**config.mk**
```make
export PLATFORM = sky130hd
export DESIGN_NAME = cpmm_fifo
export DESIGN_NICKNAME = d
export VERILOG_FILES = /design/src/rtl/cpmm_fifo.sv
export SDC_FILE = /design/constraint.sdc
export NUM_CORES = 1
export LEC_CHECK = 0
export ABC_AREA = 1
export BUFFER_PORTS_ARGS = -buffer_cell sky130_fd_sc_hd__buf_2
export CORE_MARGIN = 2
export CORE_UTILIZATION = 35
export CTS_CLUSTER_SIZE = 25
export DETAILED_ROUTE_END_ITERATION = 12
export PLACE_DENSITY = 0.63
export SETUP_SLACK_MARGIN = 0.1
export SLEW_MARGIN = 25
export SYNTH_ARGS = -nofsm -noshare
export SYNTH_HDL_FRONTEND = slang
export SYNTH_SLANG_ARGS = --single-unit
```
**constraint.sdc**
```tcl
create_clock -name clock -period 9.05 [get_ports clock]
set_input_delay 2.715 -clock clock [delete_from_list [all_inputs] [get_ports clock]]
set_output_delay 2.715 -clock clock [all_outputs]
set_load 0.1 [all_outputs]
```
**src/rtl/cpmm_fifo.sv**
```systemverilog
module cpmm_fifo #(
   parameter int WIDTH = 56
) (
   input  logic             clock,
   input  logic             reset,
   input  logic             push,
   input  logic [WIDTH-1:0] push_data,
   input  logic             pop,
   output logic             empty,
   output logic [WIDTH-1:0] pop_data
);

   // Two-entry job queue
   logic [WIDTH-1:0] entry_ff [2];
   logic             wr_ptr_ff, wr_ptr_in;
   logic             rd_ptr_ff, rd_ptr_in;
   logic [1:0]       count_ff, count_in;

   always_comb begin
      wr_ptr_in = push ? ~wr_ptr_ff : wr_ptr_ff;
      rd_ptr_in = pop  ? ~rd_ptr_ff : rd_ptr_ff;
      count_in  = count_ff;
      if (push && !pop) begin
         count_in = count_ff + 2'd1;
      end else if (pop && !push) begin
         count_in = count_ff - 2'd1;
      end
   end

   always_ff @(posedge clock) begin
      if (reset) begin
         wr_ptr_ff <= 1'b0;
         rd_ptr_ff <= 1'b0;
         count_ff  <= 2'd0;
      end else begin
         wr_ptr_ff <= wr_ptr_in;
         rd_ptr_ff <= rd_ptr_in;
         count_ff  <= count_in;
      end
   end

   // Store the pushed job
   always_ff @(posedge clock) begin
      if (push) begin
         entry_ff[wr_ptr_ff] <= push_data;
      end
   end

   assign empty    = (count_ff == 2'd0);
   assign pop_data = entry_ff[rd_ptr_ff];

endmodule

```
==> impl_metrics.env, run 1 <==
export IMPL_rr_worst_depth=3
export IMPL_viasPerCell=4.24
export IMPL_instances_no_fill=522
export IMPL_syn_area_per_cell_um2=21.5
export IMPL_clk_latency_ns=0.41
export IMPL_grt_pass1_wl_um=11000
export IMPL_synth_simple_gate_area_share_pct=1.30
export IMPL_gp_congestion=0.619
export IMPL_worst_pin_slew_ns=0.990
export IMPL_cp_start_kind="flip-flop"
export IMPL_io_pins=117
export IMPL_synthMuxAreaShare_pct=17.6
export IMPL_drc=0
export IMPL_finalClockSkew_ns=0.00690
export IMPL_post_cts_buffers=0
export IMPL_arrival_ns=2.17
export IMPL_synth_area_mm2=0.00443
export IMPL_r2r_slack_ns=7.49
export IMPL_dpl_cell_count=490
export IMPL_grt_setup_unrepaired="no"
export IMPL_final_util_pct=46.7
export IMPL_clkSinkCount=117
export IMPL_synth_xor_area_share_pct=0.198
export IMPL_num_fill_cells=1088
export IMPL_n_antenna_cell=0
export IMPL_fp_dieArea_mm2=0.0136
export IMPL_cts_tree="built"
export IMPL_cp_required_ns=6.34
export IMPL_drtIter0Drc=79
export IMPL_dpl_hpwl_um=4410
export IMPL_power_leakage_nw=2.31
export IMPL_synth_ff_latch_count=117
export IMPL_grt_pass1_vias=2226
export IMPL_track_usage_pct=11.4
export IMPL_period_share_pct=54.0
export IMPL_fp_row_count=41
export IMPL_cts_root_buf="clkbuf_16"
export IMPL_ys_seq_area_share_pct=78.2
export IMPL_min_from="rd_ptr_ff$_SDFFE_PP0P_"
export IMPL_drtAntennaViolNets=0
export IMPL_grt_overflow_total=0
export IMPL_wl_um=7420
export IMPL_setup_tns_ns=0
export IMPL_final_nets=398
export IMPL_cts_hold_buf=0
export IMPL_finalHoldViolations=0
export IMPL_outcome="finished clean"
export IMPL_routedWlPerCell_um=14.2
export IMPL_p_total_w=0.00165
export IMPL_min_period_ns=4.88
export IMPL_grt_max_degree=58
export IMPL_synth_top_family_by_area="multiplexers"
export IMPL_h_tree_depth=4
export IMPL_initial_utilization_pct=35.5
export IMPL_synthTopCellsByArea="edfxtp_1, mux2_4, mux2_2"
export IMPL_ir_drop_mv=0.165
export IMPL_synth_ff_type="edfxtp_1"
export IMPL_max_freq_ghz=0.205
export IMPL_r2r_end="entry_ff[1][2]$_DFFE_PP_"
export IMPL_synth_common_cells="edfxtp_1, mux2_4, mux2_2"
export IMPL_antenna_found_initial=0
export IMPL_yosysTopAreaCell="edfxtp_1"
export IMPL_drive_gt1_share_pct=58.9
export IMPL_cts_resized=0
export IMPL_syn_nets=267
export IMPL_setup_violations_final=0
export IMPL_path_max_fanout=56
export IMPL_die_y_um=116
export IMPL_relSlewSlack_pct=34.0
export IMPL_cp_end_kind="output port"
export IMPL_min_delay_path_depth=2
export IMPL_clkTransAtPathRegs_ns=0.05
export IMPL_die_w_um=116
export IMPL_worstHoldPathType="flip-flop to flip-flop"
export IMPL_whs_ns=0.532
export IMPL_synth_edff_count=112
export IMPL_synth_compound_area_share_pct=0.226
export IMPL_yosysWarnings=0
export IMPL_synthToLayoutAreaGrowth_pct=31.4
export IMPL_synth_distinct_cells=16
export IMPL_crit_type="flip-flop to output port"
export IMPL_via_count=2213
export IMPL_p_per_area_mw_per_mm2=283
export IMPL_synthAdderAreaFrac_pct=0.283
export IMPL_r2r_start="wr_ptr_ff$_SDFFE_PP0P_"
export IMPL_clockBufferDepth=2
export IMPL_yosysMostFrequentCell="edfxtp_1"
export IMPL_async_flop_share_pct=0
export IMPL_synthesis_instances=206
export IMPL_dr_pass1_iters=4
export IMPL_numCtsBuffers=17
export IMPL_maxCapViolations=0
export IMPL_yosys_area_top_type_share_pct=76.0
export IMPL_core_mm2=0.0125
export IMPL_port_buffers=116
export IMPL_slew_viol_final=0
-- worst max-delay path, cell delays in order (launching register included) --
cell and delay, ns:
dfxtp_4 1.00, mux2_4 0.30, buf_2 0.42
-- metrics by stage --
step                setup WS [ns]  instance area [um^2]
finish                       4.17                  5820
global placement             4.54                  5190
detailed placement           4.53                  5190
CTS                          4.08                  5820
global route                 4.02                  5820
floorplan                    3.47                  4430
-- metal layers --
| metal | part of all wire, % | vias to the layer above | global-route usage, % |
|---|---|---|---|
| li1 | - | 1057 | - |
| met1 | 41 | 1070 | 12.7 |
| met2 | 50 | 74 | 17.7 |
| met3 | 7.3 | 12 | 5.97 |
| met4 | 1.8 | 0 | 6.43 |
| met5 | 0 | - | 0 |
-- power breakdown --
group	total, W	switching, W	internal [W]
Combinational	0.000303	0.000235	0.0000676
Clock	0.000699	0.000220	0.000479
Sequential	0.000647	0.0000198	0.000628
Total	0.00165	0.000474	0.00117
-- sequential cells by signal, indices dropped and copies added (netlist names), named ones only --
signal,count
entry_ff,112
count_ff,2
rd_ptr_ff,1
wr_ptr_ff,1
-- cell type report --
cell class | count | area (um^2) | area share, %
Clock buffer | 22 | 474 | 8.15
Sequential cell | 117 | 3470 | 59.6
Tap cell | 172 | 215 | 3.70
Timing Repair Buffer | 118 | 596 | 10.2
Inverter | 9 | 33.8 | 0.581
Clock inverter | 10 | 154 | 2.65
Multi-Input combinational cell | 74 | 877 | 15.1
-- cell usage in the layout (no fill, tap or decap), types with 3 or more instances in the layout --
cell and n:
buf_2 116, bufinv_16 4, clkbuf_16 17, clkbuf_8 3, clkinv_2 3, dfxtp_1 4, edfxtp_1 112, inv_1 8
mux2_2 16, mux2_4 40, nand2_1 5, nor2_1 5
-- logic make-up (layout without fill, tap and decap cells) --
logic type / count (synthesis) / after routing
adder cells (fa/ha/maj): 1 / 1
flip-flops: 117 / 117
AO/OA/AOI/OAI: 2 / 2
buffers and inverters: 15 / 159
multiplexers: 56 / 56
AND/OR/NAND/NOR: 14 / 14
XOR/XNOR: 1 / 1
-- how the worst max path moves through the flow --
stage / end / slack [ns] / start
2_1_floorplan: entry_ff[0][0]$_DFFE_PP_ / 3.47 / push
3_3_place_gp: pop_data[54] / 4.54 / flip-flop
3_5_place_dp: pop_data[54] / 4.53 / flip-flop
4_1_cts: pop_data[54] / 4.08 / flip-flop
5_1_grt: pop_data[54] / 4.02 / flip-flop
6_report: pop_data[18] / 4.17 / flip-flop
(Power assumes the default switching activity.)
==> run 2: changes to the inputs <==
- clock period: 9.05 -> 4.7 ns (I/O delays scaled with it)
==> impl_metrics.env, run 2 (synthesis gave the netlist of run 1 again) <==
export IMPL_initial_utilization_pct=35.5
export IMPL_h_tree_depth=4
export IMPL_cp_required_ns=3.29
export IMPL_multi_input_area_um2=877
export IMPL_instances_no_fill=522
export IMPL_post_dp_cell_area_mm2=0.00519
export IMPL_routedWlPerCell_um=14.5
export IMPL_setup_violations_final=0
export IMPL_core_mm2=0.0125
export IMPL_final_nets=398
export IMPL_cp_end_kind="output port"
export IMPL_grt_setup_unrepaired="no"
export IMPL_relSlewSlack_pct=34.9
export IMPL_path_max_fanout=56
export IMPL_cts_hold_buf=0
export IMPL_power_leakage_nw=2.29
export IMPL_fp_dieArea_mm2=0.0136
export IMPL_crit_family="flip-flops"
export IMPL_combPwrFrac_pct=19.0
export IMPL_clkSinkCount=117
export IMPL_p_per_area_mw_per_mm2=533
export IMPL_dr_pass1_iters=4
export IMPL_viasPerCell=4.32
export IMPL_internal_power_w=0.00216
export IMPL_crit_chain="mux2_2 > buf_2"
export IMPL_power_switching_w=0.000910
export IMPL_reg_top3="entry_ff x112, count_ff x2"
export IMPL_wl_met3_um=503
export IMPL_clockBufferDepth=2
export IMPL_die_w_um=116
export IMPL_antenna_found_initial=1
export IMPL_cts_root_buf="clkbuf_16"
export IMPL_num_fill_cells=1121
export IMPL_fp_row_count=41
export IMPL_drc=0
export IMPL_grt_max_degree=57
export IMPL_arrival_ns=2.17
export IMPL_drtAntennaViolNets=0
export IMPL_clk_latency_ns=0.40
export IMPL_via_count=2257
export IMPL_ir_drop_mv=0.265
export IMPL_grt_pass1_vias=2332
export IMPL_cts_resized=0
export IMPL_period_share_pct=76.2
export IMPL_n_antenna_cell=0
export IMPL_slew_viol_final=0
export IMPL_wl_um=7590
export IMPL_met2_length_um=3820
export IMPL_cts_tree="built"
export IMPL_final_cell_area_mm2=0.00576
export IMPL_worst_pin_slew_ns=0.976
export IMPL_cp_slowest_cell="dfxtp_4"
export IMPL_wl_met1_um=3100
export IMPL_top_layer="met5"
export IMPL_track_usage_pct=11.9
export IMPL_numCtsBuffers=17
export IMPL_pwr_share_clk_pct=40.4
export IMPL_synthToLayoutAreaGrowth_pct=30.1
export IMPL_layout_cells_most_common_list="buf_2, edfxtp_1, mux2_4"
export IMPL_final_common_cell="buf_2"
export IMPL_dpl_cell_count=490
export IMPL_grt_overflow_total=0
export IMPL_finalHoldViolations=0
export IMPL_setup_tns_ns=0
export IMPL_crit_type="flip-flop to output port"
export IMPL_worstHoldPathType="flip-flop to flip-flop"
export IMPL_max_freq_ghz=0.279
export IMPL_cpPeakStageDelay_ns=0.95
export IMPL_cp_start_kind="flip-flop"
export IMPL_path_buf_inv=1
export IMPL_io_pins=117
export IMPL_grt_pass1_wl_um=11400
export IMPL_drive_gt1_share_pct=58.9
export IMPL_outcome="finished clean"
export IMPL_seqCellArea_mm2=0.00347
export IMPL_drtIter0Drc=74
export IMPL_gp_congestion=0.651
export IMPL_post_cts_buffers=0
export IMPL_whs_ns=0.522
export IMPL_port_buffers=116
export IMPL_maxCapViolations=0
export IMPL_finalClockSkew_ns=0.00346
export IMPL_swShare_pct=29.7
export IMPL_largest_register_ffs=112
export IMPL_dpl_hpwl_um=4690
export IMPL_min_period_ns=3.58
export IMPL_clkTransAtPathRegs_ns=0.05
export IMPL_top_register="entry_ff"
export IMPL_seq_power_share_pct=40.6
export IMPL_die_y_um=116
## run 2: changes by cell type in the layout (fill, tap and decap cells not counted)
cell / change
clkbuf_8: -3
clkinvlp_4: -2
clkinv_2: +6
bufinv_16: -1
## run 2: layout make-up
cell class | count | area share (%)
flip-flops and latches | 117 | 60.2
inverters | 9 | 0.586
repair buffers | 118 | 10.3
multi-input cells | 74 | 15.2
clock buffers | 19 | 7.52
well taps | 172 | 3.74
clock inverters | 13 | 2.41
## run 2: metal layers
metal	vias to the layer above	global-route usage (%)
met1	1093	12.9
met3	16	6.54
met2	84	18.9
met4	2	6.11
li1	1062	-
met5	-	0
## run 2: path summary, 6_finish.rpt
kind | start | to | slack (ns) | cells past startpoint
setup / recovery | flip-flop | pop_data[52] | 1.12 | 2
setup reg to reg | wr_ptr_ff$_SDFFE_PP0P_ | entry_ff[1][45]$_DFFE_PP_ | 2.86 | 3
hold / removal | rd_ptr_ff$_SDFFE_PP0P_ | rd_ptr_ff$_SDFFE_PP0P_ | 0.52 | 2
hold reg to reg | rd_ptr_ff$_SDFFE_PP0P_ | rd_ptr_ff$_SDFFE_PP0P_ | 0.52 | 2
## run 2: worst min-delay path, stage by stage (launching register included)
cell and delay (ns):
dfxtp_1 0.33, xnor2_1 0.08, nor2_1 0.07
## run 2: power groups by stage
| stage | registers (W) | logic (W) | clock network, W |
|---|---|---|---|
| after global placement | 0.00127 | 0.000584 | 0 |
| final | 0.00125 | 0.000583 | 0.00124 |
| after CTS | 0.00125 | 0.000589 | 0.00128 |
| after detailed placement | 0.00127 | 0.000588 | 0 |
| after floorplan | 0.00124 | 0.000526 | 0 |
| after global routing | 0.00125 | 0.000605 | 0.00133 |
## run 2: metrics by stage
stage | worst slack, ns | utilization (%) | total power, W
floorplan | 0.428 | - | 0.00177
global placement | 1.50 | 41.6 | 0.00185
detailed placement | 1.51 | 41.6 | 0.00186
CTS | 1.05 | 46.2 | 0.00311
global route | 0.991 | 46.2 | 0.00319
finish | 1.12 | 46.2 | 0.00307
