`src/rtl/cpmm_pkg.sv`:
```
package cpmm_pkg;

   // Field widths fixed by the item formats
   localparam int LOAD_W  = 16;
   localparam int TOT_W   = 26;
   localparam int PARTS_W = 11;

   // Width of the binary search bounds: one above the largest total
   localparam int BOUND_W = TOT_W + 1;

   localparam logic [PARTS_W-1:0] PARTS_RESET = PARTS_W'(1);

   // Search engine states
   typedef enum logic [3:0] {
      SRCH_IDLE = 4'b0001,
      SRCH_PASS = 4'b0010,
      SRCH_SCAN = 4'b0100,
      SRCH_DONE = 4'b1000
   } srch_state_type;

endpackage

```
`src/rtl/cpmm_rsp_if.sv`:
```
interface cpmm_rsp_if;
   logic                         valid;
   logic                         ready;
   logic [cpmm_pkg::TOT_W-1:0]   max_load;
   logic                         feasible;

   modport source (output valid, max_load, feasible, input ready);
   modport sink   (input valid, max_load, feasible, output ready);
endinterface

```
`src/rtl/cpmm_search.sv`:
```
module cpmm_search #(
   parameter int MAX_ELEMENTS = 1024,
   localparam int IDX_W = (MAX_ELEMENTS > 1) ? $clog2(MAX_ELEMENTS) : 1,
   localparam int CNT_W = $clog2(MAX_ELEMENTS + 1),
   localparam int JOB_W = 1 + CNT_W + cpmm_pkg::TOT_W + cpmm_pkg::PARTS_W + 1
) (
   input  logic                          clock,
   input  logic                          reset,
   input  logic                          job_empty,
   input  logic [JOB_W-1:0]              job_data,
   output logic                          job_pop,
   output logic                          job_done,
   output logic                          ram_rd_en,
   output logic [IDX_W:0]                ram_rd_addr,
   input  logic [cpmm_pkg::LOAD_W-1:0]   ram_rd_data,
   cpmm_rsp_if.source                    rsp_bus
);
   import cpmm_pkg::*;

   typedef struct packed {
      logic               bank;
      logic [CNT_W-1:0]   count;
      logic [TOT_W-1:0]   total;
      logic [PARTS_W-1:0] parts;
      logic               skip;
   } job_type;

   job_type job;

   srch_state_type   state_ff, state_in;

   logic               bank_ff,   bank_in;
   logic [CNT_W-1:0]   count_ff,  count_in;
   logic [PARTS_W-1:0] parts_ff,  parts_in;
   logic [BOUND_W-1:0] lo_ff,     lo_in;
   logic [BOUND_W-1:0] hi1_ff,    hi1_in;
   logic [TOT_W-1:0]   mid_ff,    mid_in;
   logic [TOT_W-1:0]   best_ff,   best_in;
   logic               ok_ff,     ok_in;
   logic [CNT_W-1:0]   rd_idx_ff, rd_idx_in;
   logic               vld_ff,    vld_in;
   logic [TOT_W-1:0]   acc_ff,    acc_in;
   logic [CNT_W-1:0]   used_ff,   used_in;
   logic               fail_ff,   fail_in;

   logic               rsp_valid_ff,    rsp_valid_in;
   logic [TOT_W-1:0]   rsp_max_load_ff, rsp_max_load_in;
   logic               rsp_feasible_ff, rsp_feasible_in;

   logic               issue;
   logic [BOUND_W-1:0] sum;
   logic [BOUND_W-1:0] bound_sum;
   logic               fits;
   logic               out_free;

   assign job = job_type'(job_data);

   // Issue one read a cycle while the pass still has elements to fetch
   assign issue       = (state_ff == SRCH_SCAN) && (rd_idx_ff < count_ff);
   assign ram_rd_en   = issue;
   assign ram_rd_addr = {bank_ff, rd_idx_ff[IDX_W-1:0]};

   assign sum       = BOUND_W'(acc_ff) + BOUND_W'(ram_rd_data);
   assign bound_sum = lo_ff + hi1_ff - BOUND_W'(1);
   assign fits      = !fail_ff && (32'(used_ff) <= 32'(parts_ff));
   assign out_free  = !rsp_valid_ff || rsp_bus.ready;

   assign job_pop  = (state_ff == SRCH_IDLE) && !job_empty;
   assign job_done = (state_ff == SRCH_DONE) && out_free;

   always_comb begin
      state_in        = state_ff;
      bank_in         = bank_ff;
      count_in        = count_ff;
      parts_in        = parts_ff;
      lo_in           = lo_ff;
      hi1_in          = hi1_ff;
      mid_in          = mid_ff;
      best_in         = best_ff;
      ok_in           = ok_ff;
      rd_idx_in       = rd_idx_ff;
      vld_in          = issue;
      acc_in          = acc_ff;
      used_in         = used_ff;
      fail_in         = fail_ff;
      rsp_valid_in    = rsp_valid_ff && !rsp_bus.ready;
      rsp_max_load_in = rsp_max_load_ff;
      rsp_feasible_in = rsp_feasible_ff;

      unique case (state_ff)
         // Take the next sequence; search bounds are [0, total]
         SRCH_IDLE: begin
            if (!job_empty) begin
               bank_in  = job.bank;
               count_in = job.count;
               parts_in = job.parts;
               lo_in    = '0;
               hi1_in   = BOUND_W'(job.total) + BOUND_W'(1);
               best_in  = '0;
               ok_in    = 1'b0;
               state_in = job.skip ? SRCH_DONE : SRCH_PASS;
            end
         end
         // Pick the trial cap, or finish when the range is empty
         SRCH_PASS: begin
            if (lo_ff < hi1_ff) begin
               mid_in    = bound_sum[BOUND_W-1:1];
               rd_idx_in = '0;
               acc_in    = '0;
               used_in   = CNT_W'(1);
               fail_in   = 1'b0;
               state_in  = SRCH_SCAN;
            end else begin
               state_in  = SRCH_DONE;
            end
         end
         // Greedy fill under the trial cap, one element a cycle
         SRCH_SCAN: begin
            if (issue) begin
               rd_idx_in = rd_idx_ff + CNT_W'(1);
            end
            if (vld_ff) begin
               if (TOT_W'(ram_rd_data) > mid_ff) begin
                  fail_in = 1'b1;
               end else if (sum <= BOUND_W'(mid_ff)) begin
                  acc_in = sum[TOT_W-1:0];
               end else begin
                  used_in = used_ff + CNT_W'(1);
                  acc_in  = TOT_W'(ram_rd_data);
               end
            end
            // Pass complete: narrow the range
            if (!issue && !vld_ff) begin
               if (fits) begin
                  best_in = mid_ff;
                  ok_in   = 1'b1;
                  hi1_in  = BOUND_W'(mid_ff);
               end else begin
                  lo_in   = BOUND_W'(mid_ff) + BOUND_W'(1);
               end
               state_in = SRCH_PASS;
            end
         end
         // Hand the result to the output register
         SRCH_DONE: begin
            if (out_free) begin
               rsp_valid_in    = 1'b1;
               rsp_max_load_in = ok_ff ? best_ff : '0;
               rsp_feasible_in = ok_ff;
               state_in        = SRCH_IDLE;
            end
         end
         default: begin
            state_in = SRCH_IDLE;
         end
      endcase
   end

   always_ff @(posedge clock) begin
      if (reset) begin
         state_ff     <= SRCH_IDLE;
         vld_ff       <= 1'b0;
         rsp_valid_ff <= 1'b0;
      end else begin
         state_ff     <= state_in;
         vld_ff       <= vld_in;
         rsp_valid_ff <= rsp_valid_in;
      end
   end

   always_ff @(posedge clock) begin
      bank_ff         <= bank_in;
      count_ff        <= count_in;
      parts_ff        <= parts_in;
      lo_ff           <= lo_in;
      hi1_ff          <= hi1_in;
      mid_ff          <= mid_in;
      best_ff         <= best_in;
      ok_ff           <= ok_in;
      rd_idx_ff       <= rd_idx_in;
      acc_ff          <= acc_in;
      used_ff         <= used_in;
      fail_ff         <= fail_in;
      rsp_max_load_ff <= rsp_max_load_in;
      rsp_feasible_ff <= rsp_feasible_in;
   end

   assign rsp_bus.valid    = rsp_valid_ff;
   assign rsp_bus.max_load = rsp_max_load_ff;
   assign rsp_bus.feasible = rsp_feasible_ff;

endmodule

```
`src/flat_wrapper.sv`:
```
// flat-port wrapper written by rule: the top's interface ports become plain ports
module cpmm_search_flat import cpmm_pkg::*;
#(
   parameter int MAX_ELEMENTS = 1024,
   localparam int IDX_W = (MAX_ELEMENTS > 1) ? $clog2(MAX_ELEMENTS) : 1,
   localparam int CNT_W = $clog2(MAX_ELEMENTS + 1),
   localparam int JOB_W = 1 + CNT_W + cpmm_pkg::TOT_W + cpmm_pkg::PARTS_W + 1
)
  (clock, reset, job_empty, job_data, job_pop, job_done, ram_rd_en, ram_rd_addr, ram_rd_data, rsp_bus_valid, rsp_bus_max_load, rsp_bus_feasible, rsp_bus_ready);
  cpmm_rsp_if rsp_bus_i ();
  input  logic clock;
  input  logic reset;
  input  logic job_empty;
  input  logic [JOB_W-1:0] job_data;
  output logic job_pop;
  output logic job_done;
  output logic ram_rd_en;
  output logic [IDX_W:0] ram_rd_addr;
  input  logic [cpmm_pkg::LOAD_W-1:0] ram_rd_data;
  output wire logic [$bits(rsp_bus_i.valid)-1:0] rsp_bus_valid;
  output wire logic [$bits(rsp_bus_i.max_load)-1:0] rsp_bus_max_load;
  output wire logic [$bits(rsp_bus_i.feasible)-1:0] rsp_bus_feasible;
  input wire logic [$bits(rsp_bus_i.ready)-1:0] rsp_bus_ready;
  assign rsp_bus_valid = rsp_bus_i.valid;
  assign rsp_bus_max_load = rsp_bus_i.max_load;
  assign rsp_bus_feasible = rsp_bus_i.feasible;
  assign rsp_bus_i.ready = rsp_bus_ready;
  cpmm_search #(.MAX_ELEMENTS(MAX_ELEMENTS)) u_core (.clock(clock), .reset(reset), .job_empty(job_empty), .job_data(job_data), .job_pop(job_pop), .job_done(job_done), .ram_rd_en(ram_rd_en), .ram_rd_addr(ram_rd_addr), .ram_rd_data(ram_rd_data), .rsp_bus(rsp_bus_i));
endmodule
```
`config.mk`:
```
export PLATFORM = sky130hd
export DESIGN_NAME = cpmm_search_flat
export DESIGN_NICKNAME = d
export VERILOG_FILES = /design/src/rtl/cpmm_pkg.sv /design/src/rtl/cpmm_rsp_if.sv /design/src/rtl/cpmm_search.sv /design/src/flat_wrapper.sv
export SDC_FILE = /design/constraint.sdc
export NUM_CORES = 1
export LEC_CHECK = 0
export BUFFER_PORTS_ARGS = -buffer_cell sky130_fd_sc_hd__buf_2
export CORE_ASPECT_RATIO = 1.2
export CORE_MARGIN = 10
export CORE_UTILIZATION = 40
export CTS_BUF_LIST = sky130_fd_sc_hd__clkbuf_4
export DETAILED_ROUTE_END_ITERATION = 6
export PLACE_DENSITY_LB_ADDON = 0.05
export SYNTH_ARGS = -nofsm -noshare
export SYNTH_HDL_FRONTEND = slang
export SYNTH_SLANG_ARGS = --single-unit
export TNS_END_PERCENT = 30
```
`constraint.sdc`:
```
create_clock -name clock -period 5.7 [get_ports clock]
set_input_delay 0.57 -clock clock [delete_from_list [all_inputs] [get_ports clock]]
set_output_delay 0.57 -clock clock [all_outputs]
set_load 0.02 [all_outputs]
```
==> flow_summary.yaml, run 1 <==
outcome:
  status: "finished clean"
drt:
  via_per_inst: 5.27
  vias: 11000
  dr.pass1.iters: 5
  drt_iter0_drc: 605
  drt.antenna.violating_nets: 0
  post-route-drc-count: 0
  wl_per_cell_um: 17.7
  wl_um: 37100
critical_path:
  endpoint_kind: "flop"
  arrival_ns: 5.57
  path_class: "reg -> reg"
  max_stage_delay_ns: 0.46
  r2r_start: "u_core.acc_ff[0]$_SDFFCE_PN0P_"
  startpoint: "u_core.acc_ff[0]$_SDFFCE_PN0P_"
  path_cells: "ha_1, fa_1, a211oi_1, o21ai_2, a21bo_1, a41o_1, a211oi_4, nor4_1, or2_1, ha_1, nand4_1, nor4bb_1, a21oi_1, o31a_1, nor2_1, o22ai_1, buf_4"
  critPathTopFamily: "compound AO/OA/AOI/OAI gates"
  required_ns: 6.16
  cp_num_buf_inv: 1
  worstSetupStartpointType: "flop"
  cp_slowest_cell: "nor2_1"
  cp_max_fo: 11
  cpMostUsedCell: "ha_1"
  r2r_slack_ns: 0.60
logic_synthesis:
  ys_ff_latch: 212
  yosys.area_share.xor_xnor_pct: 5.99
  ys_types: 68
  synth_edf_count: 206
  synth_area_sq_mm: 0.0142
  ys_seq_area_share_pct: 44.4
  muxShareOfSynthArea_pct: 0.141
  yosysWarnings: 0
  synth_compound_area_share_pct: 13.4
  synth-simple-area-share_pct: 15.8
  async_flop_share_pct: 0
  synth_top_family_by_area: "simple AND/OR/NAND/NOR gates"
  synthFlopType: "edfxtp_1"
  synth_adder_area_share_pct: 14.3
  synth_cells: 1419
  syn_avg_cell_area_sq_um: 10.0
  synth.net_count: 1650
pwr:
  switching_power_uw: 2170
  max-vdd-ir-drop_mv: 0.228
  p_int_uw: 3690
  pwr-share-comb_pct: 39.2
  power_frac_seq_pct: 37.6
  leakagePower_uw: 0.00683
  powerDensity_mw_per_mm2: 362
  sw_frac_of_total_pct: 37.1
  clkPwrFrac_pct: 23.1
hold_path:
  min_path_type: "in -> reg"
  holdCritStartpoint: "job_empty"
clock_tree:
  post-cts-setup-buffer-count: 0
  cts_root_buf: "clkbuf_4"
  h-tree-depth: 2
  cts.sinks: 212
  cts_resized: 0
  cts_buffer_depth: 3
  cts_tree: "yes"
  clk_latency_ns: 0.73
  cts.clk_slew.worst_paths_ns: 0.07
  cts_made_buffers: 60
place:
  place.gp.congestion: 0.832
  dp_hpwl_um: 28000
  dp_slack_ns: 0.351
  numPortBuffers: 111
grt:
  use_met1_pct: 19.7
  track_usage_pct: 17.0
  first_global_vias: 11000
  grt_most_used_layer: "met2"
  globalRouteMet2Util_pct: 30.7
  antenna_found_initial: 2
  grt_overflow_total: 0
  grt_pass1_wl_um: 58400
  grt_max_degree: 70
  use_met3_pct: 2.78
die:
  start_util_pct: 40.5
  dieArea_sq_mm: 0.0434
  row_count: 75
  die-height_um: 226
  ios: 112
  core_area_sq_mm: 0.0350
  die_w_um: 192
timing:
  period_minus_slack_ns: 5.10
  min_period_over_period_pct: 89.5
  finClkSkew_ns: 0.0479
  final_max_slew_viol_count: 0
  rsz0062_at_grt: "no"
  fmax_mhz: 196
  setup_viol: 0
  final.setup.worst_slack_ns: 0.597
  final_hold_viol_count: 0
  worst_pin_slew_ns: 1.17
  finalSetupTns_ns: 0
  slew_headroom_pct: 21.8
finish:
  final_nets: 1813
  drive_gt1_share_pct: 14.0
  syn2layout_area_growth_pct: 14.0
  fillers: 3436
flow_run:
  drv_cap: 0
path summary, 6_finish.rpt:
| path | endpoint | depth (start not counted) |
|---|---|---|
| worst max-delay path | u_core.used_ff[9]$_SDFFCE_PN0P_ | 17 |
| worst min-delay path | u_core.state_ff[0]$_SDFFE_PP1P_ | 3 |
| worst max register to register | u_core.used_ff[9]$_SDFFCE_PN0P_ | 17 |
| worst min register to register | u_core.rsp_bus.max_load[3]$_SDFFCE_PN0P_ | 1 |
synth_stat cells, types with 5 or more instances:
cell,instances,share of area (%)
edfxtp_1,206,44
or2_2,5,0.22
clkbuf_1,25,0.66
and4_1,5,0.31
o211ai_1,13,0.69
o21ai_0,47,1.7
and3_1,20,0.88
a211oi_1,17,0.90
nor4_1,16,0.71
a31oi_1,10,0.44
nand4_1,30,1.3
o2111ai_1,5,0.31
buf_4,12,0.63
nor2_1,125,3.3
and2_1,33,1.5
o31ai_1,7,0.37
o21a_1,8,0.42
o21bai_1,14,0.74
xnor2_1,69,4.3
a21oi_1,87,3.1
ha_1,159,14
nand3_1,63,2.2
xor2_1,28,1.7
nor3_1,30,1.1
or3_1,9,0.40
inv_1,172,4.5
dfxtp_1,6,0.85
a21o_1,41,2.2
nand2_1,67,1.8
nand2b_1,6,0.26
nor2b_1,17,0.75
cell usage in the layout, fill, tap and decap left out, types with 28 or more instances in the layout:
cell	synthesis	layout
xnor2_1	69	69
ha_1	159	159
clkbuf_4	0	85
nand2_1	67	67
nor3_1	30	30
xor2_1	28	28
nand4_1	30	30
buf_2	1	111
a21oi_1	87	86
inv_1	172	172
a21o_1	41	41
nand3_1	63	63
and2_1	33	33
nor2_1	125	123
o21ai_0	47	46
edfxtp_1	206	206
worst min-delay path, stage by stage:
cell     delay, ns
buf_2         0.11
a21oi_1       0.07
o31ai_1       0.06
flip-flops by register name, indices dropped and copies added, names as in the netlist:
| signal | count |
|---|---|
| u_core.parts_ff | 11 |
| u_core.rsp_bus.feasible | 1 |
| u_core.state_ff | 4 |
| u_core.ok_ff | 1 |
| u_core.rd_idx_ff | 11 |
| u_core.count_ff | 11 |
| u_core.vld_ff | 1 |
| u_core.fail_ff | 1 |
| u_core.mid_ff | 26 |
| u_core.rsp_bus.max_load | 26 |
| u_core.best_ff | 26 |
| u_core.hi1_ff | 27 |
| u_core.bank_ff | 1 |
| u_core.used_ff | 11 |
| u_core.lo_ff | 27 |
| u_core.rsp_bus.valid | 1 |
| u_core.acc_ff | 26 |
what timing repair did:
item,CTS,global route
hold buffers,23,0
hold endpoints to repair,23,0
endpoints found under the setup margin,0,0
kinds of logic (layout without fill, tap and decap cells):
logic type | count (synthesis) | in the layout
flip-flops | 212 | 212
adder cells (fa/ha/maj) | 161 | 161
buffers and inverters | 215 | 422
multiplexers | 2 | 2
AND/OR/NAND/NOR | 444 | 444
other | 0 | 1
XOR/XNOR | 97 | 97
AO/OA/AOI/OAI | 288 | 288
final cells by class:
cell class                 count  area, sq um  area share (%)
antenna                        1         2.50          0.0155
clock buffer                  85          638            3.94
clock inverter                21         85.1           0.526
inverter                     173          649            4.01
multi-input combinational    992         7070            43.7
sequential                   212         6310            39.0
tap                          462          578            3.57
timing repair buffer         143          853            5.27
through the flow:
step | std cells | util (%) | total power [uW] | area [sq um] | hold slack (ns)
detailed placement | 1959 | 43.5 | 4520 | 15200 | 0.511
CTS | 2088 | 46.2 | 5930 | 16200 | 0.0275
global route | 2089 | 46.2 | 6350 | 16200 | 0.0738
finish | 2089 | 46.2 | 5860 | 16200 | 0.112
floorplan | 1419 | - | 3930 | 14200 | 0.497
global placement | 1959 | 43.5 | 4510 | 15200 | 0.509
power groups by stage:
stage	sequential (uW)	combinational (uW)	clock (uW)
CTS	2210	2300	1420
detailed placement	2240	2270	0
floorplan	2230	1700	0
global route	2240	2620	1500
global placement	2240	2270	0
finish	2210	2300	1360
per-layer routing:
layer	wire (um)	share of wire [%]
met5	0	0
met4	1110	3.0
met3	1460	3.9
met2	19100	52
met1	15400	41
Power figures use the tool's default switching activity.
==> run 2: changes to the inputs <==
clock period = 5.54 ns   (was 5.7 ns; I/O delays follow)
==> flow_summary.yaml, run 2 (same netlist as run 1, synthesis figures left out) <==
critical_path:
  endpoint_kind: "flop"
  worstSetupStartpointType: "flop"
  required_ns: 5.94
  path_class: "reg -> reg"
  arrival_ns: 5.51
  cp_max_fo: 11
place:
  place.gp.congestion: 0.818
  dp_hpwl_um: 28000
  numPortBuffers: 111
  place_inst: 1959
timing:
  fmax_mhz: 196
  rsz0062_at_grt: "no"
  final_hold_viol_count: 0
  finClkSkew_ns: 0.0396
  finalSetupTns_ns: 0
  final_max_slew_viol_count: 0
  period_minus_slack_ns: 5.11
  setup_viol: 0
  min_period_over_period_pct: 92.2
  slew_headroom_pct: 25.2
  worst_pin_slew_ns: 1.12
drt:
  drt_iter0_drc: 582
  dr.pass1.iters: 4
  via_per_inst: 5.17
  wl_per_cell_um: 17.8
  post-route-drc-count: 0
  wl_um: 37500
  vias: 10900
  drt.antenna.violating_nets: 0
clock_tree:
  h-tree-depth: 3
  cts_tree: "yes"
  cts_made_buffers: 66
  clk_latency_ns: 0.73
  cts.sinks: 212
  cts_buffer_depth: 3
  cts_root_buf: "clkbuf_4"
  post-cts-setup-buffer-count: 0
  cts.clk_slew.worst_paths_ns: 0.07
grt:
  antenna_found_initial: 2
  track_usage_pct: 17.6
  grt_overflow_total: 0
  first_global_vias: 11200
  grt_max_degree: 71
  grt_pass1_wl_um: 59700
pwr:
  powerDensity_mw_per_mm2: 382
  leakagePower_uw: 0.00690
  max-vdd-ir-drop_mv: 0.233
finish:
  drive_gt1_share_pct: 14.9
  mostFrequentLayoutCells: "edfxtp_1 (206), inv_1 (172), ha_1 (159), nor2_1 (123), buf_2 (111)"
  stdcell_count: 2104
  final_nets: 1819
  layout_commonest_cell: "edfxtp_1"
  reg_top3: "u_core.hi1_ff x27, u_core.lo_ff x27"
  syn2layout_area_growth_pct: 14.9
outcome:
  status: "finished clean"
flow_run:
  drv_cap: 0
die:
  die_w_um: 192
  die-height_um: 226
  core_area_sq_mm: 0.0350
  dieArea_sq_mm: 0.0434
  start_util_pct: 40.5
  row_count: 75
  ios: 112
hold_path:
  min_path_type: "in -> reg"
==> run 2: stage by stage <==
step | setup WS (ns) | instance area [sq um] | hold slack [ns] | util [%] | power (uW)
global placement | 0.316 | 15200 | 0.503 | 43.5 | 4640
CTS | 0.440 | 16300 | 0.0329 | 46.5 | 6310
floorplan | 0.479 | 14200 | 0.497 | - | 4040
finish | 0.433 | 16300 | 0.110 | 46.6 | 6220
global route | 0.0977 | 16300 | 0.0419 | 46.6 | 6750
detailed placement | 0.223 | 15200 | 0.511 | 43.5 | 4650
==> run 2: final timing paths <==
kind / to / depth (start not counted) / startpoint / slack, ns
setup / recovery: u_core.used_ff[6]$_SDFFCE_PN0P_ / 18 / u_core.acc_ff[0]$_SDFFCE_PN0P_ / 0.43
hold / removal: u_core.state_ff[0]$_SDFFE_PP1P_ / 3 / job_empty / 0.11
setup reg to reg: u_core.used_ff[6]$_SDFFCE_PN0P_ / 18 / u_core.acc_ff[0]$_SDFFCE_PN0P_ / 0.43
hold reg to reg: u_core.rsp_bus.max_load[3]$_SDFFCE_PN0P_ / 1 / u_core.best_ff[3]$_SDFFCE_PN0P_ / 0.52
==> run 2: worst max-delay path, stage by stage, from the launching register on <==
cell      delay [ns]
edfxtp_1        0.41
ha_1            0.25
fa_1            0.44
a211oi_1        0.40
o21ai_2         0.14
a21bo_1         0.22
a41o_1          0.29
a211oi_4        0.39
nor4_1          0.11
or2_1           0.25
ha_1            0.29
nand4_1         0.16
nor4bb_1        0.38
o31ai_1         0.15
o211ai_1        0.15
o31a_1          0.20
nor2_1          0.13
o22ai_1         0.20
buf_4           0.22
==> run 2: area by class of cell <==
class | count | area, sq um
Antenna cell | 6 | 15.0
Clock buffer | 96 | 721
Clock inverter | 20 | 108
Fill cell | 3454 | 18700
Inverter | 173 | 649
Multi-Input combinational cell | 992 | 7070
Sequential cell | 212 | 6310
Tap cell | 462 | 578
Timing Repair Buffer | 143 | 853
==> run 2: power by group <==
part           switching, uW  leakage, uW  internal, uW
sequential               107      0.00199          2160
combinational           1430      0.00441           931
clock                    750     0.000497           841
==> run 2: timing repair <==
item,CTS,global route
endpoints found under the setup margin,0,0
gates resized for setup,0,0
hold buffers,23,0
endpoints found under the hold margin,23,0
==> run 2: routing by layer <==
metal | GRT usage (%) | vias up | wire, um
li1 | - | 5483 | -
met1 | 20.2 | 5122 | 15600
met2 | 31.4 | 205 | 19300
met3 | 3.83 | 70 | 1650
met4 | 6.38 | 0 | 942
met5 | 0 | - | 0
