### config.mk
export PLATFORM = sky130hd
export DESIGN_NAME = cpmm_front_flat
export DESIGN_NICKNAME = d
export VERILOG_FILES = /design/src/rtl/cpmm_pkg.sv /design/src/rtl/cpmm_req_if.sv /design/src/rtl/cpmm_front.sv /design/src/flat_wrapper.sv
export SDC_FILE = /design/constraint.sdc
export NUM_CORES = 1
export LEC_CHECK = 0
export BUFFER_PORTS_ARGS = -buffer_cell sky130_fd_sc_hd__clkbuf_2
export CORE_AREA = 2 2 84 86
export CTS_CLUSTER_SIZE = 8
export DETAILED_ROUTE_END_ITERATION = 10
export DIE_AREA = 0 0 86 88
export PLACE_DENSITY = 0.95
export RECOVER_POWER = 25
export SYNTH_ARGS = -nofsm -noshare
export SYNTH_HDL_FRONTEND = slang
export SYNTH_SLANG_ARGS = --single-unit
### constraint.sdc
create_clock -name clock -period 6.5 [get_ports clock]
set_input_delay 0.325 -clock clock [delete_from_list [all_inputs] [get_ports clock]]
set_output_delay 0.325 -clock clock [all_outputs]
set_load 0.01 [all_outputs]
### src/rtl/cpmm_pkg.sv
package cpmm_pkg;

   // Field widths fixed by the item formats
   localparam int LOAD_W  = 16;
   localparam int TOT_W   = 26;
   localparam int PARTS_W = 11;

   // Width of the binary search bounds: one above the largest total
   localparam int BOUND_W = TOT_W + 1;

   localparam logic [PARTS_W-1:0] PARTS_RESET = PARTS_W'(1);

   // Search engine states
   typedef enum logic [3:0] {
      SRCH_IDLE = 4'b0001,
      SRCH_PASS = 4'b0010,
      SRCH_SCAN = 4'b0100,
      SRCH_DONE = 4'b1000
   } srch_state_type;

endpackage

### src/rtl/cpmm_req_if.sv
interface cpmm_req_if;
   logic                         valid;
   logic                         ready;
   logic [cpmm_pkg::LOAD_W-1:0]  page_count;
   logic                         last;

   modport source (output valid, page_count, last, input ready);
   modport sink   (input valid, page_count, last, output ready);
endinterface

### src/rtl/cpmm_front.sv
module cpmm_front #(
   parameter int MAX_ELEMENTS = 1024,
   localparam int IDX_W = (MAX_ELEMENTS > 1) ? $clog2(MAX_ELEMENTS) : 1,
   localparam int CNT_W = $clog2(MAX_ELEMENTS + 1),
   localparam int JOB_W = 1 + CNT_W + cpmm_pkg::TOT_W + cpmm_pkg::PARTS_W + 1
) (
   input  logic                          clock,
   input  logic                          reset,
   cpmm_req_if.sink                      req_bus,
   input  logic [cpmm_pkg::PARTS_W-1:0]  parts,
   output logic                          ram_wr_en,
   output logic [IDX_W:0]                ram_wr_addr,
   output logic [cpmm_pkg::LOAD_W-1:0]   ram_wr_data,
   output logic                          job_push,
   output logic [JOB_W-1:0]              job_data,
   input  logic                          job_done
);
   import cpmm_pkg::*;

   typedef struct packed {
      logic               bank;
      logic [CNT_W-1:0]   count;
      logic [TOT_W-1:0]   total;
      logic [PARTS_W-1:0] parts;
      logic               skip;
   } job_type;

   logic             bank_ff,  bank_in;
   logic [CNT_W-1:0] cnt_ff,   cnt_in;
   logic [TOT_W-1:0] total_ff, total_in;
   logic [1:0]       jobs_ff,  jobs_in;

   logic             transfer;
   logic             room;
   logic [CNT_W-1:0] cnt_next;
   logic [TOT_W-1:0] total_next;
   job_type          job;

   // Both banks held by unfinished sequences: hold off the source
   assign req_bus.ready = (jobs_ff != 2'd2);
   assign transfer      = req_bus.valid && req_bus.ready;

   // Drop elements once the bank is full
   assign room       = (cnt_ff < CNT_W'(MAX_ELEMENTS));
   assign cnt_next   = room ? cnt_ff + CNT_W'(1) : cnt_ff;
   assign total_next = room ? total_ff + TOT_W'(req_bus.page_count) : total_ff;

   assign ram_wr_en   = transfer && room;
   assign ram_wr_addr = {bank_ff, cnt_ff[IDX_W-1:0]};
   assign ram_wr_data = req_bus.page_count;

   // Describe the finished sequence for the search engine
   always_comb begin
      job.bank  = bank_ff;
      job.count = cnt_next;
      job.total = total_next;
      job.parts = parts;
      job.skip  = (parts == '0) || (32'(cnt_next) < 32'(parts));
   end

   assign job_push = transfer && req_bus.last;
   assign job_data = job;

   always_comb begin
      bank_in  = bank_ff;
      cnt_in   = cnt_ff;
      total_in = total_ff;
      if (transfer) begin
         if (req_bus.last) begin
            bank_in  = ~bank_ff;
            cnt_in   = '0;
            total_in = '0;
         end else begin
            cnt_in   = cnt_next;
            total_in = total_next;
         end
      end
   end

   // Count sequences handed over and not yet searched
   always_comb begin
      jobs_in = jobs_ff;
      if (job_push && !job_done) begin
         jobs_in = jobs_ff + 2'd1;
      end else if (job_done && !job_push) begin
         jobs_in = jobs_ff - 2'd1;
      end
   end

   always_ff @(posedge clock) begin
      if (reset) begin
         bank_ff  <= 1'b0;
         cnt_ff   <= '0;
         total_ff <= '0;
         jobs_ff  <= 2'd0;
      end else begin
         bank_ff  <= bank_in;
         cnt_ff   <= cnt_in;
         total_ff <= total_in;
         jobs_ff  <= jobs_in;
      end
   end

endmodule

### src/flat_wrapper.sv
// flat-port wrapper written by rule: the top's interface ports become plain ports
module cpmm_front_flat import cpmm_pkg::*;
#(
   parameter int MAX_ELEMENTS = 1024,
   localparam int IDX_W = (MAX_ELEMENTS > 1) ? $clog2(MAX_ELEMENTS) : 1,
   localparam int CNT_W = $clog2(MAX_ELEMENTS + 1),
   localparam int JOB_W = 1 + CNT_W + cpmm_pkg::TOT_W + cpmm_pkg::PARTS_W + 1
)
  (clock, reset, parts, ram_wr_en, ram_wr_addr, ram_wr_data, job_push, job_data, job_done, req_bus_valid, req_bus_page_count, req_bus_last, req_bus_ready);
  cpmm_req_if req_bus_i ();
  input  logic clock;
  input  logic reset;
  input  logic [cpmm_pkg::PARTS_W-1:0] parts;
  output logic ram_wr_en;
  output logic [IDX_W:0] ram_wr_addr;
  output logic [cpmm_pkg::LOAD_W-1:0] ram_wr_data;
  output logic job_push;
  output logic [JOB_W-1:0] job_data;
  input  logic job_done;
  input wire logic [$bits(req_bus_i.valid)-1:0] req_bus_valid;
  input wire logic [$bits(req_bus_i.page_count)-1:0] req_bus_page_count;
  input wire logic [$bits(req_bus_i.last)-1:0] req_bus_last;
  output wire logic [$bits(req_bus_i.ready)-1:0] req_bus_ready;
  assign req_bus_i.valid = req_bus_valid;
  assign req_bus_i.page_count = req_bus_page_count;
  assign req_bus_i.last = req_bus_last;
  assign req_bus_ready = req_bus_i.ready;
  cpmm_front #(.MAX_ELEMENTS(MAX_ELEMENTS)) u_core (.clock(clock), .reset(reset), .req_bus(req_bus_i), .parts(parts), .ram_wr_en(ram_wr_en), .ram_wr_addr(ram_wr_addr), .ram_wr_data(ram_wr_data), .job_push(job_push), .job_data(job_data), .job_done(job_done));
endmodule
==> summary.md, run 1 <==
| Metric | Value |
|---|---|
| Synth Cell Area | `between 3000 and 4000 sq um` |
| Synth Warn # | `0` |
| Hold buffer count at cts | `0` |
| Initial Util | `56.2%` |
| Mean Syn Cell Area | `7.68 sq um` |
| Number of flops mapped to enable cells by yosys | `0` |
| Critical path type | `register to primary output` |
| Antenna diode count | `0` |
| CP Max Fanout | `33` |
| Worst-Margin Slew | `1.15 ns` |
| WL per Instance | `15.6 microns` |
| Arr. time, crit path | `3.41 ns` |
| # H-tree levels | `2` |
| Root Driver | `clkbuf_8` |
| Tightest hold margin | `between 0.4 and 0.5 ns` |
| DP HPWL | `7290 microns` |
| Final Skew | `0.00585 ns` |
| Fmax | `267 MHz` |
| Post-Syn Nets | `547` |
| Gr ovfl total | `0` |
| Synth Instances | `486` |
| Power density cells | `175 nW/um^2` |
| Worst skew pair latency | `approximately 0.30 ns` |
| Status | `completed` |
| Final slew viol count | `0` |
| Port Buffer Count | `111` |
| CTS Buf Count | `5` |
| Gr usage total | `between 20% and 30%` |
| Post-synthesis sequential area ratio | `21.5%` |
| Clk pin slew, worst setup/hold paths | `~0.090 ns` |
| Slew Limit Headroom | `23.4%` |
| Largest net degree at the start of global routing | `44` |
| Endpoints failing setup | `0` |
| Routability cong. | `0.910` |
| Vias | `approximately 3700` |
| TritonRoute pass-1 iters | `5` |
| Final min period | `around 3.7 ns` |
| Area growth, synth to finish | `9.09%` |
| Core Area | `6640 sq um` |
| Mean number of vias per cell | `5.99` |
| Leakage Power | `1.87 nW` |
| Register area | `801 sq um` |
| Area of the die | `7570 sq um` |
| Hold Crit Class | `input port to register` |
| Final Cycle Share | `57.5%` |
| Setup TNS Final | `0 ns` |
| Max VDD drop | `0.000147 V` |
| CTS sink count | `40` |
| Die X | `~86 microns` |
| Netlist cell types | `64` |
| Fin nets | `604` |
| Initial drt markers | `331` |
| Routed Antenna Nets | `0` |
| First-pass GRT wire length | `15800 microns` |
| Top FF cell, synth | `dfxtp_1` |
| Final Hold Viols | `0` |
| Io pins | `approximately 110` |
| Clk buf depth | `2` |
| Fraction of registers with async set or reset after synthesis | `0%` |
| Post-CTS Setup Inserts | `0` |
| Worst Setup Start Kind | `register` |
| Resized cells post-CTS | `0` |
| FILL cells | `617` |
| Synthesized flop and latch total | `40` |
| DRC viols | `0` |
| Die Span Y | `88 microns` |
| Crit end category | `primary output` |
| Max-cap violations | `0` |
| Share of post-route cells with drive strength above 1 | `approximately a fifth` |
| Required time of the critical path | `6.17 ns` |
| Multi-input gate area | `2440 sq um` |
| Total Wirelength | `between 9000 and 10000 microns` |
| Initial antenna violation count | `0` |
| Worst reg2reg setup slack | `3.67 ns` |
| CTS tree | `built` |
| Vias in the first global route | `3416` |
| Row count | `30` |
| RSZ-0062 raised after global routing | `false` |
-- cell type report --
type | instances | area share (%)
clock buffer | 5 | 1.69
clock inverter | 3 | 1.17
inverter | 25 | 2.31
multi-input combinational | 360 | 60.0
sequential | 40 | 19.7
tap | 80 | 2.46
timing repair buffer | 111 | 12.7
-- placed cells by master (no fill, tap or decap), types with 3 or more instances in the layout --
| cell type | count |
|---|---|
| nor2_1 | 48 |
| o2111ai_1 | 3 |
| o21ai_1 | 6 |
| nand2_1 | 47 |
| a31oi_1 | 3 |
| nand4_1 | 4 |
| and4_1 | 4 |
| xor2_1 | 15 |
| clkbuf_1 | 30 |
| nor2b_1 | 5 |
| mux2i_1 | 4 |
| a211oi_2 | 4 |
| ha_1 | 28 |
| a32o_1 | 3 |
| nor4_1 | 3 |
| clkbuf_8 | 5 |
| inv_1 | 24 |
| a21oi_1 | 25 |
| a21o_1 | 7 |
| o41ai_1 | 4 |
| nor3_1 | 10 |
| o21a_1 | 5 |
| a2bb2oi_1 | 5 |
| dfxtp_1 | 40 |
| xnor2_1 | 17 |
| clkbuf_2 | 81 |
| a32oi_1 | 4 |
| and3_1 | 8 |
| a22oi_1 | 11 |
| mux2_2 | 5 |
| nand3_1 | 15 |
| or3_1 | 4 |
| o21ai_0 | 25 |
-- metal layers --
layer / wire [microns] / GRT usage (%)
met3: 614 / 3.49
met1: 4220 / 33.5
met4: 181 / 7.50
met5: 0 / 0
met2: 4720 / 43.8
-- where the power goes --
part	switching, mW	internal (mW)	total (mW)
Clock	0.0998	0.116	0.216
Sequential	0.00946	0.256	0.266
Combinational	0.143	0.0875	0.231
-- cells by family (layout without fill, tap and decap cells) --
group	after synthesis	in the layout	share of synthesized area, %
simple gates	158	158	20.1
flops	40	40	21.5
mux	9	9	2.58
fa+ha+maj	29	29	9.93
xor+xnor	32	32	7.51
buf+inv	86	144	13.1
compound gates	132	132	25.4
-- cell usage after synthesis (all sizes together) (3+ instances only) --
cell type / instances / area (sq um)
a21o: 7 / 52.6
o41ai: 4 / 35.0
nor2: 48 / 180
nand4: 5 / 37.5
ha: 28 / 350
xor2: 15 / 131
or3: 4 / 25.0
nand3: 15 / 75.1
a32oi: 4 / 35.0
mux2: 5 / 56.3
a2bb2oi: 5 / 43.8
xnor2: 17 / 149
o2111ai: 4 / 41.3
nor4: 3 / 18.8
clkbuf: 13 / 48.8
inv: 24 / 90.1
a21oi: 27 / 143
and4: 4 / 35.0
o21ai: 31 / 155
and3: 9 / 57.6
a31oi: 3 / 18.8
mux2i: 4 / 40.0
o211ai: 3 / 27.5
a32o: 3 / 30.0
dfxtp: 40 / 801
o21a: 5 / 37.5
buf: 48 / 347
nand2: 47 / 176
nor2b: 5 / 31.3
nor3: 11 / 60.1
a22oi: 11 / 82.6
a211oi: 6 / 65.1
-- flip-flops by register name, indices dropped and copies added (netlist names) --
name,count
u_core.total_ff,26
u_core.cnt_ff,11
u_core.jobs_ff,2
u_core.bank_ff,1
-- worst max-delay path: stages (launching register included) --
cell      delay [ns]
dfxtp_1         1.09
inv_1           0.53
nand2_1         0.20
nor2_1          0.07
xnor2_1         0.22
ha_1            0.29
and4_1          0.20
o21ai_0         0.08
a21oi_1         0.10
o221ai_1        0.16
clkbuf_2        0.16
-- final timing paths --
kind,end,start,depth (start not counted)
max reg2reg,u_core.cnt_ff[0],u_core.cnt_ff[10],4
max,job_data[0],u_core.cnt_ff[10],10
min reg2reg,u_core.jobs_ff[1],u_core.jobs_ff[1],2
min,u_core.total_ff[20],req_bus_last,2
-- metrics by stage --
stage | worst slack, ns | power (mW) | instances | utilization, % | instance area [sq um]
2_1_floorplan | 3.83 | 0.442 | 486 | - | 3730
3_3_place_gp | 3.22 | 0.495 | 616 | 60.1 | 3990
3_5_place_dp | 3.14 | 0.501 | 616 | 60.1 | 3990
4_1_cts | 2.79 | 0.715 | 624 | 61.8 | 4110
5_1_grt | 2.51 | 0.750 | 624 | 61.3 | 4070
6_report | 2.76 | 0.712 | 624 | 61.3 | 4070
(Power assumes the default switching activity.)
==> run 2: changes to the inputs <==
Settings changed: CORE_AREA 2 2 84 86 to 2 2 87 89, DIE_AREA 0 0 86 88 to 0 0 89 91, PLACE_DENSITY 0.95 to 0.92.
Clock period 6.5 ns to 3.85 ns, I/O delays scaled along.
==> run 2 against run 1 <==
Net effect:
- critical path depth rose by 1
- critical path type unchanged
- global-route usage fell by 0.62 points
- critical endpoint unchanged
- non-clock buffer count rose by 3
==> summary.md, run 2 (synthesized netlist as in run 1, its figures left out) <==
| Metric | Value |
|---|---|
| Status | `completed (unchanged)` |
| Antenna diode count | `0 (unchanged)` |
| Pre-CTS worst setup slack | `1.13 ns (was 3.14 ns)` |
| Final Skew | `0.00299 ns (was 0.00585 ns)` |
| Arr. time, crit path | `2.89 ns (was 3.41 ns)` |
| Fmax | `around 320 MHz` |
| Endpoints failing setup | `0 (unchanged)` |
| Io pins | `112 (unchanged)` |
| Most common cell after layout, fill and taps aside | `clkbuf_2 (unchanged)` |
| Die Span Y | `91 microns (was 88 microns)` |
| Worst Setup Start Kind | `register (unchanged)` |
| WL per Instance | `16.0 microns (was 15.6 microns)` |
| Final Hold Viols | `0 (unchanged)` |
| Share of post-route cells with drive strength above 1 | `20.3% (was 19.9%)` |
| Max-cap violations | `0 (unchanged)` |
| Initial antenna violation count | `0 (unchanged)` |
| Routed Antenna Nets | `0 (unchanged)` |
| # H-tree levels | `2 (unchanged)` |
| First-pass GRT wire length | `16500 microns (was 15800 microns)` |
| DP HPWL | `7680 microns (was 7290 microns)` |
| Worst-Margin Slew | `0.949 ns (was 1.15 ns)` |
| Setup TNS Final | `0 ns (unchanged)` |
| Power density cells | `295 nW/um^2 (was 175 nW/um^2)` |
| Final min period | `3.08 ns` |
| Resized cells post-CTS | `0 (unchanged)` |
| Row count | `31 (was 30)` |
| Crit end category | `primary output (unchanged)` |
| Total Wirelength | `10300 microns (was 9730 microns)` |
| Clk pin slew, worst setup/hold paths | `0.09 ns (about the same)` |
| Total power | `1.21 mW (was 712 uW)` |
| Initial drt markers | `358 (was 331)` |
| Required time of the critical path | `3.66 ns (was 6.17 ns)` |
| Tightest hold margin | `0.294 ns (was 0.416 ns)` |
| Biggest register | `u_core.total_ff (unchanged)` |
| Area of the die | `8100 sq um (was 7570 sq um)` |
| Worst reg2reg setup slack | `1.40 ns (was 3.67 ns)` |
| Top Registers | `u_core.total_ff x26, u_core.cnt_ff x11, u_core.jobs_ff x2 (unchanged)` |
| Gr ovfl total | `0 (unchanged)` |
| Clk buf depth | `2 (unchanged)` |
| Vias in the first global route | `3597 (was 3416)` |
| Hold buffer count at cts | `0 (unchanged)` |
| Leakage Power | `1.89 nW (was 1.87 nW)` |
| Die X | `89 microns (was 86 microns)` |
| CTS tree | `built (unchanged)` |
| RSZ-0062 raised after global routing | `false (unchanged)` |
| Mean number of vias per cell | `6.04 (was 5.99)` |
| Routability cong. | `0.903 (was 0.910)` |
| Final slew viol count | `0 (unchanged)` |
| Number of flip-flops under the largest register name | `26 (unchanged)` |
| Initial Util | `52.3% (was 56.2%)` |
| Post-CTS Setup Inserts | `0 (unchanged)` |
| Root Driver | `clkbuf_8 (unchanged)` |
| CTS Buf Count | `5 (unchanged)` |
| Fin nets | `607 (was 604)` |
| Final Cycle Share | `80.1%` |
| Vias | `3899 (was 3735)` |
| DRC viols | `0 (unchanged)` |
| TritonRoute pass-1 iters | `6 (was 5)` |
| CP Max Fanout | `6 (was 33)` |
| CTS sink count | `40 (unchanged)` |
| PnR worst setup slack | `0.768 ns (was 2.76 ns)` |
| Worst skew pair latency | `0.30 ns (about the same)` |
| Max VDD drop | `0.000176 V (was 0.000147 V)` |
| Commonest cells after routing, fill and taps aside | `clkbuf_2, nor2_1, nand2_1 (unchanged)` |
| Port Buffer Count | `111 (unchanged)` |
| Gr usage total | `24.9% (was 25.5%)` |
| Largest net degree at the start of global routing | `44 (unchanged)` |
| Hold Crit Class | `input port to register (unchanged)` |
| Core Area | `7140 sq um (was 6640 sq um)` |
| Area growth, synth to finish | `10.3% (was 9.09%)` |
| Critical path type | `register to primary output (unchanged)` |
| Slew Limit Headroom | `36.7% (was 23.4%)` |
-- run 2: cell types whose count changed in the layout (fill, tap and decap cells not counted), sizes merged --
cell,before,now
buf,0,3
-- run 2: area by class of cell --
cell class	instances	area [sq um]
well taps	99	124
clock buffers	5	68.8
fillers	673	3020
flip-flops and latches	40	801
inverters	25	93.8
repair buffers	114	541
clock inverters	3	47.5
multi-input cells	360	2440
-- run 2: per-layer routing --
metal,part of all wire (%),global-route usage (%),vias to the layer above
li1,-,-,1834
met3,8.2,6.00,37
met1,40,31.0,1841
met5,0,0,-
met4,2.5,6.72,0
met2,49,42.4,187
-- run 2: path summary, 6_finish.rpt --
kind / startpoint / end / cells after the start
setup / recovery: u_core.cnt_ff[0] / job_data[0] / 11
hold / removal: req_bus_last / u_core.total_ff[20] / 2
setup reg to reg: u_core.total_ff[0] / u_core.total_ff[24] / 9
hold reg to reg: u_core.total_ff[11] / u_core.total_ff[11] / 2
-- run 2: report_power, final --
part,switching (mW),internal [mW],total (mW)
Sequential,0.0160,0.433,0.449
Combinational,0.248,0.151,0.398
Clock,0.170,0.195,0.366
Total,0.434,0.779,1.21
-- run 2: per-stage QoR --
stage	std cells	utilization (%)	area [sq um]
after floorplan	486	-	3730
after global placement	638	56.6	4040
after detailed placement	638	56.6	4040
after CTS	646	58.2	4150
after global routing	646	57.7	4120
final	646	57.7	4120
-- run 2: critical path: stages, from the launching register on --
cell      delay (ns)
dfxtp_1         0.44
ha_1            0.22
nor2b_1         0.32
nand3_1         0.14
xnor2_1         0.27
ha_1            0.30
a21o_1          0.16
a21o_1          0.18
a21oi_1         0.14
a21oi_1         0.07
o221ai_1        0.17
clkbuf_2        0.16
==> run 3: changes to the inputs <==
Settings changed: ABC_AREA from default to 1, CORE_AREA 2 2 87 89 to 2 2 90 92, DIE_AREA 0 0 89 91 to 0 0 92 94, PLACE_DENSITY 0.92 to 0.91.
Clock period 3.85 ns to 2.85 ns, I/O delays scaled along.
==> run 3 against run 2 <==
Net effect:
- worst hold slack lost 0.087 ns
- die area grew 6.8%
- count of clock-buffer cells in the layout is the same
==> summary.md, run 3 <==
| Metric | Value |
|---|---|
| Biggest register | `u_core.total_ff (unchanged)` |
| Internal power | `932 uW (was 779 uW)` |
| Row count | `32 (was 31)` |
| Final min period | `2.64 ns` |
| TritonRoute pass-1 iters | `5 (was 6)` |
| Netlist cell types | `41 (was 64)` |
| Final Skew | `0.00665 ns (was 0.00299 ns)` |
| DP HPWL | `7700 microns (was 7680 microns)` |
| Worst-Margin Slew | `1.01 ns (was 0.949 ns)` |
| CTS sink count | `40 (unchanged)` |
| Post-synthesis sequential area ratio | `19.9% (was 21.5%)` |
| Synthesized flop and latch total | `40 (unchanged)` |
| Synth Cell Area | `4020 sq um (was 3730 sq um)` |
| Crit end category | `primary output (unchanged)` |
| Tightest hold margin | `0.207 ns (was 0.294 ns)` |
| Io pins | `112 (unchanged)` |
| Hold Crit Depth | `4 (was 2)` |
| Net switching power | `565 uW (was 434 uW)` |
| Vias | `4112 (was 3899)` |
| Commonest cells after routing, fill and taps aside | `nand2_1, clkbuf_2, inv_1 (was clkbuf_2, nor2_1, nand2_1)` |
| Power density cells | `336 nW/um^2 (was 295 nW/um^2)` |
| Share of post-route cells with drive strength above 1 | `23.4% (was 20.3%)` |
| Port Buffer Count | `111 (unchanged)` |
| Setup TNS Final | `0 ns (unchanged)` |
| Gr ovfl total | `0 (unchanged)` |
| Mean number of vias per cell | `5.02 (was 6.04)` |
| Synth Instances | `647 (was 486)` |
| First-pass GRT wire length | `16400 microns (was 16500 microns)` |
| Die Span Y | `94 microns (was 91 microns)` |
| Fmax | `~380 MHz` |
| Total power | `1.50 mW (was 1.21 mW)` |
| Clk pin slew, worst setup/hold paths | `0.08 ns (was 0.09 ns)` |
| Area growth, synth to finish | `10.7% (was 10.3%)` |
| Share of the synthesized area in the top cell type | `19.9% (was 21.5%)` |
| Synth Warn # | `0 (unchanged)` |
| Area of the die | `8650 sq um (was 8100 sq um)` |
| Fraction of registers with async set or reset after synthesis | `0% (unchanged)` |
| Gr usage total | `23.0% (was 24.9%)` |
| Initial antenna violation count | `0 (unchanged)` |
| FILL cells | `785 (was 673)` |
| Most common cell after layout, fill and taps aside | `nand2_1 (was clkbuf_2)` |
| Vias in the first global route | `3726 (was 3597)` |
| Final slew viol count | `0 (unchanged)` |
| Worst skew pair latency | `0.30 ns (about the same)` |
| Arr. time, crit path | `2.50 ns (was 2.89 ns)` |
| Max-cap violations | `0 (unchanged)` |
| DRC viols | `0 (unchanged)` |
| Core Area | `7610 sq um (was 7140 sq um)` |
| Largest net degree at the start of global routing | `41 (was 44)` |
| Post-Syn Nets | `708 (was 547)` |
| Worst Setup Start Kind | `register (unchanged)` |
| Final Hold Viols | `0 (unchanged)` |
| Mean Syn Cell Area | `6.22 sq um (was 7.68 sq um)` |
| Final Cycle Share | `92.6%` |
| Biggest area consumer among synthesized cells | `dfxtp_1 (unchanged)` |
| CTS tree | `built (unchanged)` |
| Status | `completed (unchanged)` |
| Root Driver | `clkbuf_8 (unchanged)` |
| Top Registers | `u_core.total_ff x26, u_core.cnt_ff x11, u_core.jobs_ff x2 (unchanged)` |
| Top-count cell post-synth | `nand2_1 (was nor2_1)` |
| WL per Instance | `12.1 microns (was 16.0 microns)` |
| Leakage Power | `2.27 nW (was 1.89 nW)` |
| Number of flip-flops under the largest register name | `26 (unchanged)` |
| Critical path type | `register to primary output (unchanged)` |
| Endpoints failing setup | `0 (unchanged)` |
| Dominant cells by area after synthesis | `dfxtp_1, nand2_1, ha_1 (was dfxtp_1, ha_1, buf_4)` |
| Hold buffer count at cts | `0 (unchanged)` |
| Routability cong. | `0.940 (was 0.903)` |
| Commonest cells in the synthesized netlist | `nand2_1, inv_1, buf_4 (was nor2_1, nand2_1, buf_4)` |
| Antenna diode count | `0 (unchanged)` |
| Top FF cell, synth | `dfxtp_1 (unchanged)` |
| Routed Antenna Nets | `0 (unchanged)` |
| # H-tree levels | `2 (unchanged)` |
| CP Max Fanout | `6 (unchanged)` |
| Reg power frac | `40.2% (was 37.0%)` |
| Clock power frac | `25.2% (was 30.2%)` |
| Worst reg2reg path depth | `15 (was 9)` |
| Hold Crit Class | `input port to register (unchanged)` |
| Slew Limit Headroom | `32.4% (was 36.7%)` |
| Initial Util | `52.9% (was 52.3%)` |
| Clk buf depth | `2 (unchanged)` |
| Number of flops mapped to enable cells by yosys | `0 (unchanged)` |
| Total Wirelength | `9880 microns (was 10300 microns)` |
| CTS Buf Count | `5 (unchanged)` |
| Initial drt markers | `183 (was 358)` |
| PnR worst setup slack | `0.210 ns (was 0.768 ns)` |
| Pre-CTS worst setup slack | `0.483 ns (was 1.13 ns)` |
| Die X | `92 microns (was 89 microns)` |
| Required time of the critical path | `2.71 ns (was 3.66 ns)` |
| Sw Share | `37.7% (was 35.8%)` |
| Fin nets | `778 (was 607)` |
| Max VDD drop | `0.000201 V (was 0.000176 V)` |
| Comb power frac | `34.6% (was 32.9%)` |
## run 3: cell types whose count changed after synthesis, moves of 8 or more
cell,before,now
nor2_1,48,38
inv_2,0,9
nand3_2,0,10
xnor2_1,17,1
nand2_1,47,210
o21ai_0,25,8
nand3_1,15,36
clkbuf_1,13,5
a21oi_2,2,12
a21oi_1,25,39
nand2_2,0,23
inv_1,24,78
## run 3: area by class of cell
cell class	count	area, sq um	area share (%)
Multi-Input combinational cell	465	2530	56.8
Tap cell	102	128	2.87
Inverter	87	327	7.33
Timing Repair Buffer	118	586	13.1
Clock inverter	2	12.5	0.281
Sequential cell	40	803	18.0
Clock buffer	5	68.8	1.54
## run 3: metrics by stage
step | instances | util (%) | area [sq um]
after floorplan | 647 | - | 4020
after global placement | 810 | 57.6 | 4390
after detailed placement | 810 | 57.6 | 4390
after CTS | 817 | 58.7 | 4470
after global routing | 819 | 58.6 | 4450
final | 819 | 58.6 | 4450
## run 3: worst paths after layout
kind | start | end | slack (ns)
worst max-delay path | u_core.cnt_ff[1] | job_data[0] | 0.21
worst min register to register | u_core.total_ff[5] | u_core.total_ff[5] | 0.49
worst min-delay path | req_bus_valid | u_core.bank_ff | 0.21
worst max register to register | u_core.total_ff[0] | u_core.total_ff[16] | 0.63
## run 3: layer usage
layer / vias to the layer above / wire length, microns / GRT usage (%)
met1: 1808 / 4300 / 27.7
li1: 2148 / - / -
met4: 0 / 103 / 5.35
met3: 11 / 687 / 4.74
met5: - / 0 / 0
met2: 145 / 4790 / 41.9
## run 3: logic make-up after synthesis
| group | share of synthesized area (%) |
|---|---|
| fa+ha+maj | 9.20 |
| mux | 0.498 |
| buf+inv | 17.4 |
| simple gates | 40.4 |
| flops | 19.9 |
| xor+xnor | 2.18 |
| compound gates | 10.4 |
## run 3: power by group through the flow
| stage | Combinational, mW | Clock, mW | Sequential (mW) |
|---|---|---|---|
| after detailed placement | 0.521 | 0 | 0.614 |
| after global placement | 0.512 | 0 | 0.614 |
| after CTS | 0.524 | 0.387 | 0.601 |
| after global routing | 0.583 | 0.409 | 0.606 |
| after floorplan | 0.384 | 0 | 0.610 |
| final | 0.517 | 0.377 | 0.602 |
## run 3: critical path: stages, from the launching register on
cell and delay, ns:
dfxtp_2 0.38, ha_1 0.18, inv_1 0.04, nor2_1 0.16
inv_1 0.10, nor2_1 0.13, xor2_1 0.28, ha_1 0.31
a21oi_1 0.14, o21ai_0 0.09, a21oi_1 0.13, a32o_1 0.13
clkbuf_2 0.13
## run 3: timing repair
item | 4_1_cts | 5_1_grt
setup endpoints to repair | 0 | 1
setup buffers | 0 | 2
gates resized for setup | 0 | 3
